==> config.mk <==
export PLATFORM = sky130hd
export DESIGN_NAME = gamepad_packet_hold_decoder_unit_flat
export DESIGN_NICKNAME = d
export VERILOG_FILES = /design/src/design/gpd_pkg.sv /design/src/design/gpd_if.sv /design/src/design/gpd_frame.sv /design/src/design/gpd_report.sv /design/src/design/gamepad_packet_hold_decoder_unit.sv /design/src/flat_wrapper.sv
export SDC_FILE = /design/constraint.sdc
export NUM_CORES = 1
export LEC_CHECK = 0
export BUFFER_PORTS_ARGS = -buffer_cell sky130_fd_sc_hd__buf_4
export CORE_MARGIN = 10
export CORE_UTILIZATION = 40
export CTS_BUF_LIST = sky130_fd_sc_hd__clkbuf_4 sky130_fd_sc_hd__clkbuf_8 sky130_fd_sc_hd__clkbuf_16
export DETAILED_ROUTE_END_ITERATION = 7
export GPL_TIMING_DRIVEN = 0
export SLEW_MARGIN = 10
export SYNTH_ARGS = -nofsm -noshare
export SYNTH_HDL_FRONTEND = slang
export SYNTH_HIERARCHICAL = 1
export SYNTH_SLANG_ARGS = --single-unit
export TNS_END_PERCENT = 10
==> constraint.sdc <==
create_clock -name clk_i -period 13.7 [get_ports clk_i]
set_clock_uncertainty 0.05 [all_clocks]
set_input_delay 2.74 -clock clk_i [delete_from_list [all_inputs] [get_ports clk_i]]
set_output_delay 2.74 -clock clk_i [all_outputs]
set_load 0.02 [all_outputs]
==> src/design/gpd_pkg.sv <==
package gpd_pkg;

  localparam int unsigned PacketBytes  = 16;
  localparam int unsigned PosW         = 5;
  localparam int unsigned PayloadFirst = 6;
  localparam int unsigned PayloadLen   = 9;
  localparam int unsigned IdxW         = $clog2(PayloadLen);
  localparam int unsigned SyncPosFirst  = 3;
  localparam int unsigned SyncPosSecond = 4;

  localparam logic [15:0] TimeoutReset    = 16'd200;
  localparam logic [7:0]  SyncFirstReset  = 8'd254;
  localparam logic [7:0]  SyncSecondReset = 8'd253;
  localparam logic [15:0] AgeMax          = 16'hFFFF;
  localparam logic [7:0]  AxisBias        = 8'h80;

  typedef enum logic {
    KIND_BYTE = 1'b0,
    KIND_TICK = 1'b1
  } kind_e;

  typedef enum logic [1:0] {
    CFG_TIMEOUT     = 2'd0,
    CFG_SYNC_FIRST  = 2'd1,
    CFG_SYNC_SECOND = 2'd2
  } cfg_idx_e;

  typedef struct packed {
    logic                           valid;
    logic [PayloadLen-1:0][7:0]     payload;
  } commit_t;

  typedef struct packed {
    logic               connected;
    logic [63:0]        hold_counts_low;
    logic [63:0]        hold_counts_high;
    logic [7:0]         right_trigger;
    logic [7:0]         left_trigger;
    logic signed [7:0]  pad_x;
    logic signed [7:0]  pad_y;
    logic signed [7:0]  right_stick_x;
    logic signed [7:0]  right_stick_y;
    logic signed [7:0]  left_stick_x;
    logic signed [7:0]  left_stick_y;
  } result_t;

endpackage

==> src/design/gpd_if.sv <==
interface gpd_in_if;
  logic       valid;
  logic       ready;
  logic       kind;
  logic [7:0] data_byte;
  logic       packet_start;

  modport source (output valid, output kind, output data_byte, output packet_start,
                  input ready);
  modport sink (input valid, input kind, input data_byte, input packet_start,
                output ready);
endinterface

interface gpd_out_if;
  logic              valid;
  logic              ready;
  logic              connected;
  logic [63:0]       hold_counts_low;
  logic [63:0]       hold_counts_high;
  logic [7:0]        right_trigger;
  logic [7:0]        left_trigger;
  logic signed [7:0] pad_x;
  logic signed [7:0] pad_y;
  logic signed [7:0] right_stick_x;
  logic signed [7:0] right_stick_y;
  logic signed [7:0] left_stick_x;
  logic signed [7:0] left_stick_y;

  modport source (output valid, output connected, output hold_counts_low,
                  output hold_counts_high, output right_trigger, output left_trigger,
                  output pad_x, output pad_y, output right_stick_x, output right_stick_y,
                  output left_stick_x, output left_stick_y, input ready);
  modport sink (input valid, input connected, input hold_counts_low,
                input hold_counts_high, input right_trigger, input left_trigger,
                input pad_x, input pad_y, input right_stick_x, input right_stick_y,
                input left_stick_x, input left_stick_y, output ready);
endinterface

==> src/design/gpd_frame.sv <==
module gpd_frame (
  input  logic              clk_i,
  input  logic              rst_ni,
  input  logic              take_i,
  input  logic [7:0]        data_byte_i,
  input  logic              packet_start_i,
  input  logic [7:0]        sync_first_i,
  input  logic [7:0]        sync_second_i,
  output gpd_pkg::commit_t  commit_o
);
  import gpd_pkg::*;

  localparam logic [PosW-1:0] LastPos = PosW'(PacketBytes - 1);

  logic [PosW-1:0]            pos_q, pos_d, pos;
  logic                       match_q, match_d, match;
  logic [PayloadLen-1:0][7:0] shadow_q;
  logic [PayloadLen-1:0][7:0] committed_q;
  logic [IdxW-1:0]            shadow_idx;
  logic                       in_payload;
  logic                       fire_commit;

  always_comb begin
    pos   = packet_start_i ? '0 : pos_q;
    match = packet_start_i ? 1'b0 : match_q;
    if (pos == PosW'(SyncPosFirst)) begin
      match = (data_byte_i == sync_first_i);
    end else if (pos == PosW'(SyncPosSecond)) begin
      match = match && (data_byte_i == sync_second_i);
    end
    in_payload = (pos >= PosW'(PayloadFirst)) && (pos < PosW'(PayloadFirst + PayloadLen));
    shadow_idx = IdxW'(pos - PosW'(PayloadFirst));
    fire_commit = 1'b0;
    if (pos == LastPos) begin
      fire_commit = match;
      match_d     = 1'b0;
      pos_d       = pos;
    end else begin
      match_d = match;
      pos_d   = pos + 1'b1;
    end
  end

  always_ff @(posedge clk_i or negedge rst_ni) begin
    if (!rst_ni) begin
      pos_q   <= '0;
      match_q <= 1'b0;
    end else if (take_i) begin
      pos_q   <= pos_d;
      match_q <= match_d;
    end
  end

  always_ff @(posedge clk_i) begin
    if (take_i && in_payload) begin
      shadow_q[shadow_idx] <= data_byte_i;
    end
    if (take_i && fire_commit) begin
      committed_q <= shadow_q;
    end
  end

  assign commit_o.valid   = take_i && fire_commit;
  assign commit_o.payload = committed_q;

endmodule

==> src/design/gpd_report.sv <==
module gpd_report (
  input  logic              clk_i,
  input  logic              rst_ni,
  input  logic              tick_i,
  input  gpd_pkg::commit_t  commit_i,
  input  logic [15:0]       timeout_i,
  output gpd_pkg::result_t  result_o
);
  import gpd_pkg::*;

  logic [15:0]           age_q, age_d;
  logic [7:0][15:0]      hold_q, hold_d;
  logic                  conn;
  logic [7:0]            buttons;

  always_comb begin
    age_d = age_q;
    if (commit_i.valid) begin
      age_d = '0;
    end else if (tick_i && age_q != AgeMax) begin
      age_d = age_q + 16'd1;
    end
    conn    = (age_d < timeout_i);
    buttons = commit_i.payload[0];
    for (int i = 0; i < 8; i++) begin
      if (conn && buttons[i]) begin
        hold_d[i] = (hold_q[i] != AgeMax) ? hold_q[i] + 16'd1 : hold_q[i];
      end else begin
        hold_d[i] = '0;
      end
    end
  end

  always_ff @(posedge clk_i or negedge rst_ni) begin
    if (!rst_ni) begin
      age_q  <= AgeMax;
      hold_q <= '0;
    end else begin
      age_q <= age_d;
      if (tick_i) begin
        hold_q <= hold_d;
      end
    end
  end

  always_comb begin
    result_o                  = '0;
    result_o.connected        = conn;
    result_o.hold_counts_low  = {hold_d[3], hold_d[2], hold_d[1], hold_d[0]};
    result_o.hold_counts_high = {hold_d[7], hold_d[6], hold_d[5], hold_d[4]};
    if (conn) begin
      result_o.right_trigger = commit_i.payload[1];
      result_o.left_trigger  = commit_i.payload[2];
      result_o.pad_x         = signed'(commit_i.payload[3] ^ AxisBias);
      result_o.pad_y         = signed'(commit_i.payload[4] ^ AxisBias);
      result_o.right_stick_x = signed'(commit_i.payload[5] ^ AxisBias);
      result_o.right_stick_y = signed'(commit_i.payload[6] ^ AxisBias);
      result_o.left_stick_x  = signed'(commit_i.payload[7] ^ AxisBias);
      result_o.left_stick_y  = signed'(commit_i.payload[8] ^ AxisBias);
    end
  end

endmodule

==> src/design/gamepad_packet_hold_decoder_unit.sv <==
// A tick word's result is registered: it passes the input register, then the result register.
// Throughput: one word per cycle while the output is not stalled; the single input register
// and the result register set the figure, and a result stalled downstream holds one tick.
// Reset: link counts as lost, hold counters zero, byte position zero,
// timeout 200, sync bytes 254 and 253.
module gamepad_packet_hold_decoder_unit (
  input  logic        clk_i,
  input  logic        rst_ni,
  gpd_in_if.sink      in_i,
  gpd_out_if.source   out_o,
  input  logic        cfg_we_i,
  input  logic [1:0]  cfg_idx_i,
  input  logic [15:0] cfg_data_i
);
  import gpd_pkg::*;

  logic             in_valid_q;
  logic             kind_q;
  logic [7:0]       byte_q;
  logic             start_q;
  logic             stage_go;
  logic             take_byte;
  logic             take_tick;
  logic [15:0]      timeout_q;
  logic [7:0]       sync_first_q;
  logic [7:0]       sync_second_q;
  commit_t          commit;
  result_t          result;
  result_t          result_q;
  logic             out_valid_q;

  always_ff @(posedge clk_i or negedge rst_ni) begin
    if (!rst_ni) begin
      timeout_q     <= TimeoutReset;
      sync_first_q  <= SyncFirstReset;
      sync_second_q <= SyncSecondReset;
    end else if (cfg_we_i) begin
      case (cfg_idx_i)
        CFG_TIMEOUT:     timeout_q     <= cfg_data_i;
        CFG_SYNC_FIRST:  sync_first_q  <= cfg_data_i[7:0];
        CFG_SYNC_SECOND: sync_second_q <= cfg_data_i[7:0];
        default:         ;
      endcase
    end
  end

  assign stage_go  = in_valid_q && ((kind_q == KIND_BYTE) || !out_valid_q || out_o.ready);
  assign take_byte = stage_go && (kind_q == KIND_BYTE);
  assign take_tick = stage_go && (kind_q == KIND_TICK);
  assign in_i.ready = !in_valid_q || stage_go;

  // hold the accepted word
  always_ff @(posedge clk_i or negedge rst_ni) begin
    if (!rst_ni) begin
      in_valid_q <= 1'b0;
    end else if (in_i.ready) begin
      in_valid_q <= in_i.valid;
    end
  end

  always_ff @(posedge clk_i) begin
    if (in_i.ready && in_i.valid) begin
      kind_q  <= in_i.kind;
      byte_q  <= in_i.data_byte;
      start_q <= in_i.packet_start;
    end
  end

  gpd_frame u_frame (
    .clk_i          (clk_i),
    .rst_ni         (rst_ni),
    .take_i         (take_byte),
    .data_byte_i    (byte_q),
    .packet_start_i (start_q),
    .sync_first_i   (sync_first_q),
    .sync_second_i  (sync_second_q),
    .commit_o       (commit)
  );

  gpd_report u_report (
    .clk_i     (clk_i),
    .rst_ni    (rst_ni),
    .tick_i    (take_tick),
    .commit_i  (commit),
    .timeout_i (timeout_q),
    .result_o  (result)
  );

  always_ff @(posedge clk_i or negedge rst_ni) begin
    if (!rst_ni) begin
      out_valid_q <= 1'b0;
    end else if (take_tick) begin
      out_valid_q <= 1'b1;
    end else if (out_o.ready) begin
      out_valid_q <= 1'b0;
    end
  end

  always_ff @(posedge clk_i) begin
    if (take_tick) begin
      result_q <= result;
    end
  end

  assign out_o.valid            = out_valid_q;
  assign out_o.connected        = result_q.connected;
  assign out_o.hold_counts_low  = result_q.hold_counts_low;
  assign out_o.hold_counts_high = result_q.hold_counts_high;
  assign out_o.right_trigger    = result_q.right_trigger;
  assign out_o.left_trigger     = result_q.left_trigger;
  assign out_o.pad_x            = result_q.pad_x;
  assign out_o.pad_y            = result_q.pad_y;
  assign out_o.right_stick_x    = result_q.right_stick_x;
  assign out_o.right_stick_y    = result_q.right_stick_y;
  assign out_o.left_stick_x     = result_q.left_stick_x;
  assign out_o.left_stick_y     = result_q.left_stick_y;

endmodule
==> src/flat_wrapper.sv <==
// flat-port wrapper written by rule: the top's interface ports become plain ports
module gamepad_packet_hold_decoder_unit_flat import gpd_pkg::*;
  (clk_i, rst_ni, cfg_we_i, cfg_idx_i, cfg_data_i, in_i_valid, in_i_kind, in_i_data_byte, in_i_packet_start, in_i_ready, out_o_valid, out_o_connected, out_o_hold_counts_low, out_o_hold_counts_high, out_o_right_trigger, out_o_left_trigger, out_o_pad_x, out_o_pad_y, out_o_right_stick_x, out_o_right_stick_y, out_o_left_stick_x, out_o_left_stick_y, out_o_ready);
  gpd_in_if in_i_i ();
  gpd_out_if out_o_i ();
  input  logic clk_i;
  input  logic rst_ni;
  input  logic cfg_we_i;
  input  logic [1:0] cfg_idx_i;
  input  logic [15:0] cfg_data_i;
  input wire logic [$bits(in_i_i.valid)-1:0] in_i_valid;
  input wire logic [$bits(in_i_i.kind)-1:0] in_i_kind;
  input wire logic [$bits(in_i_i.data_byte)-1:0] in_i_data_byte;
  input wire logic [$bits(in_i_i.packet_start)-1:0] in_i_packet_start;
  output wire logic [$bits(in_i_i.ready)-1:0] in_i_ready;
  output wire logic [$bits(out_o_i.valid)-1:0] out_o_valid;
  output wire logic [$bits(out_o_i.connected)-1:0] out_o_connected;
  output wire logic [$bits(out_o_i.hold_counts_low)-1:0] out_o_hold_counts_low;
  output wire logic [$bits(out_o_i.hold_counts_high)-1:0] out_o_hold_counts_high;
  output wire logic [$bits(out_o_i.right_trigger)-1:0] out_o_right_trigger;
  output wire logic [$bits(out_o_i.left_trigger)-1:0] out_o_left_trigger;
  output wire logic [$bits(out_o_i.pad_x)-1:0] out_o_pad_x;
  output wire logic [$bits(out_o_i.pad_y)-1:0] out_o_pad_y;
  output wire logic [$bits(out_o_i.right_stick_x)-1:0] out_o_right_stick_x;
  output wire logic [$bits(out_o_i.right_stick_y)-1:0] out_o_right_stick_y;
  output wire logic [$bits(out_o_i.left_stick_x)-1:0] out_o_left_stick_x;
  output wire logic [$bits(out_o_i.left_stick_y)-1:0] out_o_left_stick_y;
  input wire logic [$bits(out_o_i.ready)-1:0] out_o_ready;
  assign in_i_i.valid = in_i_valid;
  assign in_i_i.kind = in_i_kind;
  assign in_i_i.data_byte = in_i_data_byte;
  assign in_i_i.packet_start = in_i_packet_start;
  assign in_i_ready = in_i_i.ready;
  assign out_o_valid = out_o_i.valid;
  assign out_o_connected = out_o_i.connected;
  assign out_o_hold_counts_low = out_o_i.hold_counts_low;
  assign out_o_hold_counts_high = out_o_i.hold_counts_high;
  assign out_o_right_trigger = out_o_i.right_trigger;
  assign out_o_left_trigger = out_o_i.left_trigger;
  assign out_o_pad_x = out_o_i.pad_x;
  assign out_o_pad_y = out_o_i.pad_y;
  assign out_o_right_stick_x = out_o_i.right_stick_x;
  assign out_o_right_stick_y = out_o_i.right_stick_y;
  assign out_o_left_stick_x = out_o_i.left_stick_x;
  assign out_o_left_stick_y = out_o_i.left_stick_y;
  assign out_o_i.ready = out_o_ready;
  gamepad_packet_hold_decoder_unit u_core (.clk_i(clk_i), .rst_ni(rst_ni), .in_i(in_i_i), .out_o(out_o_i), .cfg_we_i(cfg_we_i), .cfg_idx_i(cfg_idx_i), .cfg_data_i(cfg_data_i));
endmodule
==> impl_results.md <==
- Initial DRC count: 1496
- Worst path slowest cell: a21oi_4
- Nets@finish: 2346
- Floorplan Core Area: 58030 sq um
- Initial Util: 40.65%
- Max Cap Viol: 0
- Status: finished, final reports clean
- Net Sw Frac: 24.78%
- Mapped Area: 23590 sq um
- Critical path's most frequent cell: a21oi_1
- Share of layout cells above drive strength 1: 19.53%
- Mux cell area share after synthesis: 1.740%
- CP cell instances: buf_4 > inv_1 > a21oi_4 > buf_16 > buf_12 > clkbuf_1 > o41ai_1 > nor3_1 > nand4_1 > xor2_1 > nor2_1 > ha_1 > a2111oi_0 > o21a_1 > a21oi_1 > o31a_1 > inv_2 > buf_6 > nand2_1 > buf_2 > a21oi_1
- Crit start category: input port
- Post-synthesis cell type count: 72
- Design internal power: 0.002770 W
- Worst VDD drop: 0.09810 mV
- Filler Cell Count: 5269
- Gr usage total: 18.66%
- Max FO, Critical Path: 23
- Share of synthesized registers carrying an async set or reset: 34.65%
- CTS Hold Buffers Added: 0
- Resized Gates After CTS: 0
- Post-synthesis adder-cell area fraction: 1.432%
- NetSw: 0.0009124 W
- Antenna Nets Post-Route: 0
- Final period utilization: 59.61%
- Post-synth EDFFs: 347
- Fin cells: 3096
- Number of buffers created by CTS: 56
- Setup violators final: 0
- Placed Cells: 2993
- I/O pin count: 228
- Root Buffer: clkbuf_16
- Final instance area: 28350 sq um
- Commonest non-fill, non-tap cell in the layout: edfxtp_1
- Largest net degree at the start of global routing: 101
- Port Buffers: 227
- Clk buf depth: 3
- Placed cell area: 26570 sq um
- Vias: 17300
- Worst slew pin tran: 1.205 ns
- Logic gate share of total power: 9.5%
- Synth warnings: 6
- Syn Nets: 2044
- Setup TNS: 0 ns
- XOR/XNOR Fraction of Synth Area: 3.045%
- Reg power frac: 50.9%
- Antenna violations before repair: 0
- Htree depth: 2
- GP Congestion: 0.9131
- Chip width: 262.8 um
- Share of total power in the clock network: 39.7%
- Syn Inst Count: 1984
- First-pass GRT wire length: 102.0 mm
- Synth-to-layout area growth: 20.18%
- Upper clock frequency limit: 0.1225 GHz
- Critical Path RT: 14.03 ns
- Slew headroom: 18.63%
- Synthesized-area fraction occupied by and/or/nand/nor cells: 16.58%
- Post-Route WL: 66.65 mm
- Hold WC Path Type: reg2reg
- Crit path arrival time: 8.49 ns
- Lkg Pwr: 10.33 nW
- # rows: 88
- Final Max Slew Viols: 0
- Setup bufs post-CTS: 0
- WL per Instance: 21.53 um
- Synthesized flop and latch total: 531
- Hpwl dp: 46.59 mm
- DRT Pass-1 Iters: 5
- Min Tclk post-route: 8.166 ns
- Final worst setup slack: 5.534 ns
- # clock sinks: 531
- Most common flop cell mapped by yosys: edfxtp_1
- Die Span Y: 262.8 um
- Mean Syn Cell Area: 11.89 sq um
- Worst skew pair latency: 0.63 ns
- Most frequent cells in the layout: edfxtp_1, buf_4, nor2_1
- Largest stage delay, worst path: 0.55 ns
- DRC errors left: 0
- Synth Area in Compound Gates: 10.25%
- RSZ-0062 raised after global routing: false
- Vias per cell: 5.587
- Clock Pin Slew Worst Setup and Hold Paths: 0.06 ns
- Post-synthesis sequential area ratio: 63.87%
- Die area: 69080 sq um
- Worst slack, placed: 4.956 ns
- Setup CP Type: in2reg
- Fin. Hold Viols: 0
- Pwr dens: 129.9 nW/um^2
- Largest family of logic cells by synthesized area: simple AND/OR/NAND/NOR gates
- Vias in the first global route: 16930
- CTS tree: yes
- Final global-route overflow total: 0
- Hold Worst Slack: 0.3498 ns
- Crit. End Element: register
[kinds of logic after synthesis]
logic type,count (synthesis)
simple gates,740
flops,531
compound gates,391
buf+inv,176
xor+xnor,82
mux,37
fa+ha+maj,27
[synth_stat cells (6+ instances only)]
| cell | number | area, sq um |
|---|---|---|
| edfxtp_1 | 347 | 10420 |
| nor2_1 | 166 | 623.1 |
| a21oi_1 | 163 | 815.8 |
| dfrtp_1 | 151 | 3779 |
| nand2_1 | 107 | 401.6 |
| nand3_1 | 107 | 535.5 |
| inv_1 | 75 | 281.5 |
| and2_1 | 70 | 437.9 |
| clkbuf_1 | 67 | 251.5 |
| nand4_1 | 64 | 400.4 |
| nor3_1 | 56 | 280.3 |
| xnor2_1 | 53 | 464.2 |
| o21ai_0 | 47 | 235.2 |
| a31oi_1 | 39 | 244.0 |
| and3_1 | 35 | 219.0 |
| dfstp_2 | 33 | 867.1 |
| mux2_2 | 32 | 360.4 |
| xor2_1 | 29 | 254.0 |
| o22ai_1 | 28 | 175.2 |
| ha_1 | 27 | 337.8 |
| o31ai_1 | 23 | 172.7 |
| nor4_1 | 19 | 118.9 |
| or3_1 | 17 | 106.4 |
| nor2b_1 | 16 | 100.1 |
| buf_2 | 15 | 75.07 |
| o2bb2ai_1 | 14 | 122.6 |
| and4_1 | 13 | 113.9 |
| nand2b_1 | 13 | 81.33 |
| nand3b_1 | 12 | 90.09 |
| o211ai_1 | 12 | 90.09 |
| a41oi_1 | 11 | 96.34 |
| buf_1 | 8 | 30.03 |
| or4_1 | 8 | 60.06 |
| o21a_1 | 7 | 52.55 |
| o221ai_1 | 7 | 61.31 |
| a22o_1 | 6 | 52.55 |
| or2_2 | 6 | 37.54 |
[power by group through the flow]
stage	Clock [W]	Sequential [W]	Combinational, W
after floorplan	0	0.00192	0.000178
after global placement	0	0.00191	0.000332
after detailed placement	0	0.00191	0.000350
after CTS	0.00150	0.00187	0.000352
after global routing	0.00157	0.00188	0.000385
final	0.00146	0.00187	0.000349
[routing by layer]
layer | wire length (um) | part of all wire, % | global-route usage [%] | vias up
met3 | 4340 | 6.5 | 3.560 | 117
met1 | 28920 | 43 | 24.87 | 8562
li1 | - | - | - | 8012
met4 | 2020 | 3.0 | 6.476 | 0
met5 | 0 | 0 | 0 | -
met2 | 31370 | 47 | 30.00 | 606
[path summary, 6_finish.rpt]
kind,startpoint,endpoint,slack [ns],cells past startpoint
hold reg to reg,u_core/u_frame/shadow_q[6]$_DFFE_PP_,u_core/u_frame/commit_o[6]$_DFFE_PP_,0.35,0
setup / recovery,out_o_ready,u_core/out_o.hold_counts_high[25]$_DFFE_PP_,5.53,21
max in group asynchronous,rst_ni,u_core/timeout_q[11]$_DFFE_PN0P_,10.52,2
hold / removal,u_core/u_frame/shadow_q[6]$_DFFE_PP_,u_core/u_frame/commit_o[6]$_DFFE_PP_,0.35,0
min in group asynchronous,rst_ni,u_core/u_report/hold_q[57]$_DFFE_PN0P_,2.09,1
setup reg to reg,u_core/byte_q[0]$_DFFE_PP_,u_core/out_o.hold_counts_high[25]$_DFFE_PP_,7.26,19
[worst max-delay path: cells and delay by family]
family | cells | cell delay, ns
AO/OA/AOI/OAI | 7 | 2.47
XOR/XNOR | 1 | 0.17
adder cells (fa/ha/maj) | 1 | 0.29
buffers and inverters | 8 | 1.76
AND/OR/NAND/NOR | 4 | 1.03
[stage by stage]
step / utilization, % / power [W]
global route: 48.85 / 0.003838
detailed placement: 45.78 / 0.002255
CTS: 48.85 / 0.003727
floorplan: - / 0.002102
global placement: 45.24 / 0.002243
finish: 48.86 / 0.003682
[state kept, by name, summed over array words and instances (netlist names), 5 cells and up]
| name | flops |
|---|---|
| u_core/out_o.left_stick_x | 8 |
| u_core/out_o.left_trigger | 8 |
| u_core/out_o.pad_y | 8 |
| u_core/out_o.pad_x | 8 |
| u_core/u_frame/shadow_q | 72 |
| u_core/u_frame/pos_q | 5 |
| u_core/u_report/age_q | 16 |
| u_core/u_frame/commit_o | 72 |
| u_core/sync_second_q | 8 |
| u_core/timeout_q | 16 |
| u_core/out_o.left_stick_y | 8 |
| u_core/out_o.hold_counts_high | 64 |
| u_core/sync_first_q | 8 |
| u_core/out_o.right_stick_y | 8 |
| u_core/byte_q | 8 |
| u_core/out_o.right_trigger | 8 |
| u_core/u_report/hold_q | 128 |
| u_core/out_o.hold_counts_low | 64 |
| u_core/out_o.right_stick_x | 8 |
[cell type report]
type	instances	area [sq um]	area share (%)
flip-flops and latches	531	15070	53.14
multi-input cells	1277	7816	27.57
repair buffers	244	1998	7.049
clock buffers	70	1513	5.336
well taps	765	957.2	3.376
plain buffers	99	439.2	1.549
inverters	77	289.0	1.020
clock inverters	32	267.8	0.9445
diodes	1	2.502	0.008827
No activity file was read; power rests on OpenSTA's default activity.
